## src/sv/rgbhsl_pkg.sv

```systemverilog
// ----------------------------------------------------------------------------
// rgbhsl_pkg
// Shared types and constants for the RGB to HSL pixel converter.
// ----------------------------------------------------------------------------
package rgbhsl_pkg;

  localparam int CH_BITS = 12;
  // Divider datapath width: holds 6*c, which is below 6*2^CH_BITS.
  localparam int DIV_W   = CH_BITS + 3;

  localparam logic [CH_BITS-1:0] CH_FULL  = '1;
  // Hue of a gray pixel: 0.6 of a turn.
  localparam logic [CH_BITS-1:0] HUE_GRAY = CH_BITS'((3 * (1 << CH_BITS)) / 5);

  typedef logic [CH_BITS-1:0] chan_t;

  typedef struct packed {
    chan_t red;
    chan_t green;
    chan_t blue;
    chan_t alpha_in;
  } pix_in_t;

  typedef struct packed {
    chan_t hue;
    chan_t saturation;
    chan_t lightness;
    chan_t alpha_out;
  } pix_out_t;

  typedef enum logic [1:0] {
    MAX_RED   = 2'd0,
    MAX_GREEN = 2'd1,
    MAX_BLUE  = 2'd2
  } max_sel_t;

  // Fields that bypass the dividers.
  typedef struct packed {
    logic  gray;
    chan_t lightness;
    chan_t alpha;
  } side_t;

  // Fractional divide request: rem < dvs, low bits are shifted in MSB first.
  typedef struct packed {
    logic [DIV_W-1:0] rem;
    logic [DIV_W-1:0] dvs;
    chan_t            low;
  } div_req_t;

endpackage

```

## src/sv/rgbhsl_prep.sv

```systemverilog
// ----------------------------------------------------------------------------
// rgbhsl_prep
// Two-stage front end: max/min selection, then chroma, divider operands,
// lightness and the gray flag.
// ----------------------------------------------------------------------------
module rgbhsl_prep (
  input  logic                 clk,
  input  logic                 rst_n,
  input  logic                 in_vld,
  input  rgbhsl_pkg::pix_in_t  pix,
  output logic                 out_vld,
  output rgbhsl_pkg::div_req_t hue_req,
  output rgbhsl_pkg::div_req_t sat_req,
  output rgbhsl_pkg::side_t    side
);
  import rgbhsl_pkg::*;

  // stage 1
  logic     vld1_r;
  chan_t    r1_r, g1_r, b1_r, a1_r, mx1_r, mn1_r;
  max_sel_t sel1_r;
  max_sel_t sel_nxt;
  chan_t    mx_nxt, mn_nxt;

  // stage 2
  logic     vld2_r;
  div_req_t hue_r, sat_r;
  side_t    side_r;

  logic [CH_BITS-1:0]   c;
  logic [CH_BITS:0]     sum;
  logic signed [CH_BITS:0] d;
  logic [DIV_W-1:0]     kc, c6, t;
  logic [CH_BITS-1:0]   den;
  logic [2*CH_BITS-1:0] x;
  div_req_t             hue_nxt, sat_nxt;
  side_t                side_nxt;

  // Ties go to red, then green.
  always_comb begin
    if (pix.red >= pix.green && pix.red >= pix.blue) begin
      sel_nxt = MAX_RED;
      mx_nxt  = pix.red;
    end else if (pix.green >= pix.blue) begin
      sel_nxt = MAX_GREEN;
      mx_nxt  = pix.green;
    end else begin
      sel_nxt = MAX_BLUE;
      mx_nxt  = pix.blue;
    end
    mn_nxt = (pix.red <= pix.green) ? pix.red : pix.green;
    if (pix.blue < mn_nxt) mn_nxt = pix.blue;
  end

  always_ff @(posedge clk) begin
    if (!rst_n) begin
      vld1_r <= 1'b0;
    end else begin
      vld1_r <= in_vld;
    end
    r1_r   <= pix.red;
    g1_r   <= pix.green;
    b1_r   <= pix.blue;
    a1_r   <= pix.alpha_in;
    mx1_r  <= mx_nxt;
    mn1_r  <= mn_nxt;
    sel1_r <= sel_nxt;
  end

  always_comb begin
    c   = mx1_r - mn1_r;
    sum = {1'b0, mx1_r} + {1'b0, mn1_r};
    c6  = {1'b0, c, 2'b00} + {2'b00, c, 1'b0};
    case (sel1_r)
      MAX_RED: begin
        d  = $signed({1'b0, g1_r}) - $signed({1'b0, b1_r});
        // negative hue wraps by a full turn: add 6c to the numerator
        kc = d[CH_BITS] ? c6 : '0;
      end
      MAX_GREEN: begin
        d  = $signed({1'b0, b1_r}) - $signed({1'b0, r1_r});
        kc = {2'b00, c, 1'b0};
      end
      MAX_BLUE: begin
        d  = $signed({1'b0, r1_r}) - $signed({1'b0, g1_r});
        kc = {1'b0, c, 2'b00};
      end
      default: begin
        d  = '0;
        kc = '0;
      end
    endcase
    t = kc + {{(DIV_W-CH_BITS-1){d[CH_BITS]}}, d};

    if (sum <= {1'b0, CH_FULL}) den = sum[CH_BITS-1:0];
    else                        den = CH_BITS'({CH_FULL, 1'b0} - sum);

    // c * CH_FULL
    x = {c, {CH_BITS{1'b0}}} - {{CH_BITS{1'b0}}, c};

    hue_nxt.rem = t;
    hue_nxt.dvs = c6;
    hue_nxt.low = '0;
    sat_nxt.rem = DIV_W'(x[2*CH_BITS-1:CH_BITS]);
    sat_nxt.dvs = DIV_W'(den);
    sat_nxt.low = x[CH_BITS-1:0];

    side_nxt.gray      = (c == '0);
    side_nxt.lightness = sum[CH_BITS:1];
    side_nxt.alpha     = a1_r;
  end

  always_ff @(posedge clk) begin
    if (!rst_n) begin
      vld2_r <= 1'b0;
    end else begin
      vld2_r <= vld1_r;
    end
    hue_r  <= hue_nxt;
    sat_r  <= sat_nxt;
    side_r <= side_nxt;
  end

  assign out_vld = vld2_r;
  assign hue_req = hue_r;
  assign sat_req = sat_r;
  assign side    = side_r;

endmodule

```

## src/sv/rgbhsl_div.sv

```systemverilog
// ----------------------------------------------------------------------------
// rgbhsl_div
// Pipelined restoring divider, one quotient bit per stage, CH_BITS stages.
// Gives floor((rem * 2^CH_BITS + low) / dvs) for rem < dvs.
// ----------------------------------------------------------------------------
module rgbhsl_div (
  input  logic                 clk,
  input  logic                 rst_n,
  input  logic                 in_vld,
  input  rgbhsl_pkg::div_req_t req,
  output logic                 out_vld,
  output rgbhsl_pkg::chan_t    quo
);
  import rgbhsl_pkg::*;

  logic [CH_BITS-1:0] vld_r;
  logic [DIV_W-1:0]   rem_r [CH_BITS];
  logic [DIV_W-1:0]   dvs_r [CH_BITS];
  chan_t              low_r [CH_BITS];
  chan_t              quo_r [CH_BITS];

  for (genvar s = 0; s < CH_BITS; s++) begin : g_stage
    logic [DIV_W-1:0] rem_i, dvs_i, rem_nxt;
    chan_t            low_i, quo_i;
    logic             vld_i;
    logic [DIV_W:0]   trial, diff;
    logic             ge;

    if (s == 0) begin : g_first
      assign rem_i = req.rem;
      assign dvs_i = req.dvs;
      assign low_i = req.low;
      assign quo_i = '0;
      assign vld_i = in_vld;
    end else begin : g_rest
      assign rem_i = rem_r[s-1];
      assign dvs_i = dvs_r[s-1];
      assign low_i = low_r[s-1];
      assign quo_i = quo_r[s-1];
      assign vld_i = vld_r[s-1];
    end

    always_comb begin
      trial   = {rem_i, low_i[CH_BITS-1]};
      diff    = trial - {1'b0, dvs_i};
      ge      = (trial >= {1'b0, dvs_i});
      rem_nxt = ge ? diff[DIV_W-1:0] : trial[DIV_W-1:0];
    end

    always_ff @(posedge clk) begin
      if (!rst_n) begin
        vld_r[s] <= 1'b0;
      end else begin
        vld_r[s] <= vld_i;
      end
      rem_r[s] <= rem_nxt;
      dvs_r[s] <= dvs_i;
      low_r[s] <= {low_i[CH_BITS-2:0], 1'b0};
      quo_r[s] <= {quo_i[CH_BITS-2:0], ge};
    end
  end

  assign out_vld = vld_r[CH_BITS-1];
  assign quo     = quo_r[CH_BITS-1];

endmodule

```

## src/sv/rgb_to_hsl_convert.sv

```systemverilog
// ----------------------------------------------------------------------------
// rgb_to_hsl_convert
// RGBA to HSLA pixel converter, fully pipelined, integer arithmetic.
// ----------------------------------------------------------------------------
// Takes one pixel request per clock: busy is always low, so a request is taken
// on every cycle that start is high. Each request yields exactly one result,
// shown for one cycle with out_strobe, in request order. A request passes
// through two front-end stages, then the hue and saturation dividers (one
// quotient bit per stage, run side by side), then one output register. The
// receiver cannot stall the block and must take every strobed result. There
// is no start-up sweep after reset.
module rgb_to_hsl_convert (
  input  logic                 clk,
  input  logic                 rst_n,
  input  logic                 start,
  output logic                 busy,
  input  rgbhsl_pkg::pix_in_t  in_pix,
  output logic                 out_strobe,
  output rgbhsl_pkg::pix_out_t out_pix
);
  import rgbhsl_pkg::*;

  logic     accept;
  logic     prep_vld, hue_vld, sat_vld;
  div_req_t hue_req, sat_req;
  side_t    side;
  chan_t    hue_q, sat_q;
  side_t    side_r [CH_BITS];

  logic     out_strobe_r;
  pix_out_t out_pix_r, out_pix_nxt;

  assign busy   = 1'b0;
  assign accept = start & ~busy;

  rgbhsl_prep u_prep (
    .clk     (clk),
    .rst_n   (rst_n),
    .in_vld  (accept),
    .pix     (in_pix),
    .out_vld (prep_vld),
    .hue_req (hue_req),
    .sat_req (sat_req),
    .side    (side)
  );

  rgbhsl_div u_hue_div (
    .clk     (clk),
    .rst_n   (rst_n),
    .in_vld  (prep_vld),
    .req     (hue_req),
    .out_vld (hue_vld),
    .quo     (hue_q)
  );

  rgbhsl_div u_sat_div (
    .clk     (clk),
    .rst_n   (rst_n),
    .in_vld  (prep_vld),
    .req     (sat_req),
    .out_vld (sat_vld),
    .quo     (sat_q)
  );

  // bypass fields ride alongside the divider stages
  always_ff @(posedge clk) begin
    side_r[0] <= side;
    for (int i = 1; i < CH_BITS; i++) begin
      side_r[i] <= side_r[i-1];
    end
  end

  always_comb begin
    out_pix_nxt.hue        = side_r[CH_BITS-1].gray ? HUE_GRAY : hue_q;
    out_pix_nxt.saturation = side_r[CH_BITS-1].gray ? '0 : sat_q;
    out_pix_nxt.lightness  = side_r[CH_BITS-1].lightness;
    out_pix_nxt.alpha_out  = side_r[CH_BITS-1].alpha;
  end

  always_ff @(posedge clk) begin
    if (!rst_n) begin
      out_strobe_r <= 1'b0;
    end else begin
      out_strobe_r <= hue_vld & sat_vld;
    end
    out_pix_r <= out_pix_nxt;
  end

  assign out_strobe = out_strobe_r;
  assign out_pix    = out_pix_r;

endmodule
```

## config.mk

```make
export PLATFORM = sky130hd
export DESIGN_NAME = rgb_to_hsl_convert
export DESIGN_NICKNAME = d
export VERILOG_FILES = /design/src/sv/rgbhsl_pkg.sv /design/src/sv/rgbhsl_prep.sv /design/src/sv/rgbhsl_div.sv /design/src/sv/rgb_to_hsl_convert.sv
export SDC_FILE = /design/constraint.sdc
export NUM_CORES = 2
export LEC_CHECK = 0
export ABC_AREA = 0
export BUFFER_PORTS_ARGS = -buffer_cell sky130_fd_sc_hd__buf_4
export CAP_MARGIN = 20
export CORE_MARGIN = 3
export CORE_UTILIZATION = 31
export DETAILED_ROUTE_END_ITERATION = 12
export GPL_TIMING_DRIVEN = 0
export HOLD_SLACK_MARGIN = 0.02
export MAX_ROUTING_LAYER = met4
export PLACE_DENSITY = 0.41
export SETUP_SLACK_MARGIN = 0.05
export SLEW_MARGIN = 25
export SYNTH_ARGS = -nofsm -noshare
export SYNTH_HDL_FRONTEND = slang
export SYNTH_HIERARCHICAL = 1
export SYNTH_SLANG_ARGS = --single-unit
```

## constraint.sdc

```tcl
create_clock -name clk -period 5.7 [get_ports clk]
set_clock_uncertainty 0.05 [all_clocks]
set_input_delay 0.57 -clock clk [delete_from_list [all_inputs] [get_ports clk]]
set_output_delay 0.57 -clock clk [all_outputs]
set_load 0.01 [all_outputs]
```

==> reports/qor.json <==
{
  "finalSetupViolCount": {"value": 0},
  "synth_area_per_cell": {"value": 10.2, "unit": "um^2"},
  "drt_first_iter_violations": {"value": 1731},
  "die_height": {"value": 443, "unit": "um"},
  "synth_seq_cells": {"value": 1484},
  "max-cap-violations": {"value": 0},
  "synth_top_area_share": {"value": 50.2, "unit": "%"},
  "cts_inserted_buffers": {"value": 166},
  "worst-path-max-fanout": {"value": 10},
  "postSynth.topFlopCell": {"value": "dfxtp_1"},
  "post_synthesis_cell_area": {"value": 59200, "unit": "um^2"},
  "biggest_area_consumer_among_synthesized_cells": {"value": "dfxtp_1"},
  "clock-sinks": {"value": 1484},
  "groute.layer.met1.usage": {"value": 16.4, "unit": "%"},
  "grt_pass1_vias": {"value": 40500},
  "synth.yosys.warnings": {"value": 6},
  "grt_use_met3": {"value": 2.32, "unit": "%"},
  "flow.area_growth_from_synthesis": {"value": 17.4, "unit": "%"},
  "clk_pin_slew": {"value": 0.06, "unit": "ns"},
  "synth.top_cells.by_area": {"value": "dfxtp_1 (50%), ha_1 (11%), inv_1 (3.6%)"},
  "run_status": {"value": "complete, no violations"},
  "fmax": {"value": 184, "unit": "MHz"},
  "gp_congestion": {"value": 0.850},
  "timing_worst_slew_pin_value": {"value": 1.07, "unit": "ns"},
  "top_level_port_count": {"value": 101},
  "crit_arrival": {"value": 6.00, "unit": "ns"},
  "gr-total-overflow": {"value": 0},
  "setup_repair_after_global_routing_missed_its_margin": {"value": "false"},
  "die-width": {"value": 443, "unit": "um"},
  "insertion_delay": {"value": 0.78, "unit": "ns"},
  "wire_per_inst": {"value": 15.5, "unit": "um"},
  "grt_util_met2": {"value": 24.3, "unit": "%"},
  "num_vias": {"value": 39900},
  "cts-htree-levels": {"value": 4},
  "remaining_drc_errors": {"value": 0},
  "post_drt_via_cell_ratio": {"value": 4.56},
  "most_frequent_cells_after_synthesis": {"value": "dfxtp_1 (1484), inv_1 (576), ha_1 (503), nand2_1 (371), o21ai_0 (338)"},
  "antenna_violating_nets_post_route": {"value": 0},
  "period_minus_slack": {"value": 5.44, "unit": "ns"},
  "final.hold.worst_slack": {"value": 0.259, "unit": "ns"},
  "synthesis.instances": {"value": 5796},
  "tritoncts": {"value": "yes"},
  "placementRows": {"value": 159},
  "hpwlAfterDp": {"value": 106, "unit": "mm"},
  "grt_pass1_wl": {"value": 218, "unit": "mm"},
  "initial_core_util": {"value": 31.4, "unit": "%"},
  "antenna_found_initial": {"value": 1},
  "ctsLongestPathBuffers": {"value": 3},
  "cts_setup_buffers": {"value": 0},
  "timing.hold.worst.class": {"value": "register to register"},
  "buffer_ports.inserted": {"value": 99},
  "seq_area_frac_synth": {"value": 50.2, "unit": "%"},
  "async_reset_ff_share": {"value": 0, "unit": "%"},
  "synth_edf_count": {"value": 0},
  "synth.lib_cells_used.distinct": {"value": 120},
  "required_time_of_the_critical_path": {"value": 6.26, "unit": "ns"},
  "synth.most_common_cell": {"value": "dfxtp_1"},
  "largest_net_degree_at_the_start_of_global_routing": {"value": 17},
  "ctsRootBufferMaster": {"value": "clkbuf_16"},
  "core-area": {"value": 189000, "unit": "um^2"},
  "layout-drive-gt1-share": {"value": 10.9, "unit": "%"},
  "detail_route.first_pass.iterations": {"value": 5},
  "final-hold-violation-count": {"value": 0},
  "groute.usage.overall": {"value": 14.1, "unit": "%"},
  "drt_wl_total": {"value": 136, "unit": "mm"},
  "final_net_count": {"value": 6715},
  "max-slew-margin-rel": {"value": 26.6, "unit": "%"},
  "critical_path_class": {"value": "input port to register"},
  "fp.dieArea": {"value": 196000, "unit": "um^2"},
  "setup.worst_path.end_class": {"value": "register"},
  "cp-start-kind": {"value": "input port"},
  "timing.final.crit_share": {"value": 95.4, "unit": "%"},
  "slew_violations": {"value": 0},
  "grt_busiest_layer": {"value": "met2"}
}
state kept, by name (all words and copies together), names as in the netlist, 11 cells and up:
register	cells
u_hue_div/rem_r	165
side_r	300
u_hue_div/low_r	66
out_pix	48
u_prep/mn1_r	12
u_sat_div/low_r	66
u_prep/g1_r	12
u_sat_div/quo_r	78
u_prep/sat_req	35
u_sat_div/g_stage.vld_i	11
u_hue_div/dvs_r	165
u_sat_div/rem_r	165
u_prep/a1_r	12
u_prep/b1_r	12
u_sat_div/dvs_r	165
u_hue_div/quo_r	78
u_hue_div/g_stage.vld_i	11
u_prep/mx1_r	12
u_prep/r1_r	12
u_prep/side	25
u_prep/hue_req	27
cell type report:
class | count | area (um^2)
sequential | 1484 | 29700
tap | 2495 | 3120
antenna | 4 | 10.0
buffer | 134 | 771
clock inverter | 89 | 1240
inverter | 584 | 2200
fill | 18800 | 119000
clock buffer | 213 | 4610
multi-input combinational | 3612 | 26700
timing repair buffer | 150 | 1250
final timing paths:
kind | slack (ns) | endpoint | cells after the start | startpoint
hold / removal | 0.26 | side_r[2][10]$_DFF_P_ | 0 | side_r[1][85]$_DFF_P_
setup / recovery | 0.26 | u_prep/mn1_r[8]$_DFF_P_ | 22 | in_pix[31]
hold reg to reg | 0.26 | side_r[2][10]$_DFF_P_ | 0 | side_r[1][85]$_DFF_P_
setup reg to reg | 0.50 | u_prep/hue_req[41]$_DFF_P_ | 22 | u_prep/mn1_r[0]$_DFF_P_
logic make-up (layout without fill, tap and decap cells):
family	Yosys count	count (layout)	share of synthesized area (%)
other	2	24	0.0127
multiplexers	220	220	4.10
flip-flops	1484	1484	50.2
adder cells (fa/ha/maj)	532	532	11.6
AND/OR/NAND/NOR	1263	1263	10.5
AO/OA/AOI/OAI	1282	1282	14.2
buffers and inverters	718	1170	5.01
XOR/XNOR	295	295	4.41
per-stage QoR:
stage	cells	worst slack [ns]	util, %	TNS [ns]	cell area [um^2]
6_report	8765	0.260	36.8	0	69600
5_1_grt	8762	0.0642	36.8	0	69600
4_1_cts	8761	0.293	36.8	0	69500
3_5_place_dp	8408	-0.00331	33.5	-0.00331	63200
3_3_place_gp	8408	0.0278	33.5	0	63200
2_1_floorplan	5814	1.28	-	0	59300
what timing repair did:
| item | in CTS | in global routing |
|---|---|---|
| resized for setup | 1 | 5 |
| setup endpoints to repair | 1 | 4 |
| hold buffers | 51 | 0 |
| hold endpoints to repair | 59 | 0 |
cells in the final DEF (no fill, tap or decap), types with 22 or more instances in the layout:
cell / n
dfxtp_1: 1484
inv_1: 576
ha_1: 503
nand2_1: 371
o21ai_0: 337
a21oi_1: 291
nor2_1: 280
xnor2_1: 182
clkbuf_16: 166
mux2_2: 130
buf_4: 129
a21o_1: 124
xor2_1: 109
nor3_1: 97
nor2b_1: 94
o21a_1: 83
clkbuf_1: 81
nand3_1: 77
nand2b_1: 67
mux2i_1: 67
nand4_1: 61
dlygate4sd3_1: 51
and2_1: 51
a211oi_1: 44
a31oi_1: 43
o31ai_1: 40
o211ai_1: 35
clkinv_2: 34
or3_1: 33
clkbuf_8: 29
o21bai_1: 29
fa_1: 29
o31a_1: 25
and3_1: 24
a21boi_0: 24
buf_2: 23
bufinv_16: 23
or2_2: 22
critical path, cell delays in order:
cell and delay [ns]:
dlygate4sd3_1 0.54, buf_4 0.14, inv_1 0.06, ha_1 0.30, nand4_1 0.15, or2_2 0.34
a21oi_1 0.13, o22a_1 0.15, clkbuf_1 0.35, clkbuf_1 0.75, mux2i_1 0.25, ha_1 0.24
a21o_1 0.15, a21oi_1 0.13, nor2b_1 0.06, o21ai_0 0.14, nand2b_1 0.08, a21oi_1 0.15
o21ai_0 0.10, a21oi_1 0.33, buf_2 0.43, mux2i_1 0.43
metal layers:
layer | part of all wire (%) | wire length [um] | vias up
met5 | 0 | 0 | -
met1 | 44 | 60200 | 18500
met2 | 49 | 66600 | 579
met4 | 3.7 | 5000 | 0
met3 | 3.1 | 4290 | 279
li1 | - | - | 20600
Power is not shown: default switching activity piles up to over one toggle a cycle in this logic, so the estimate is an artifact.
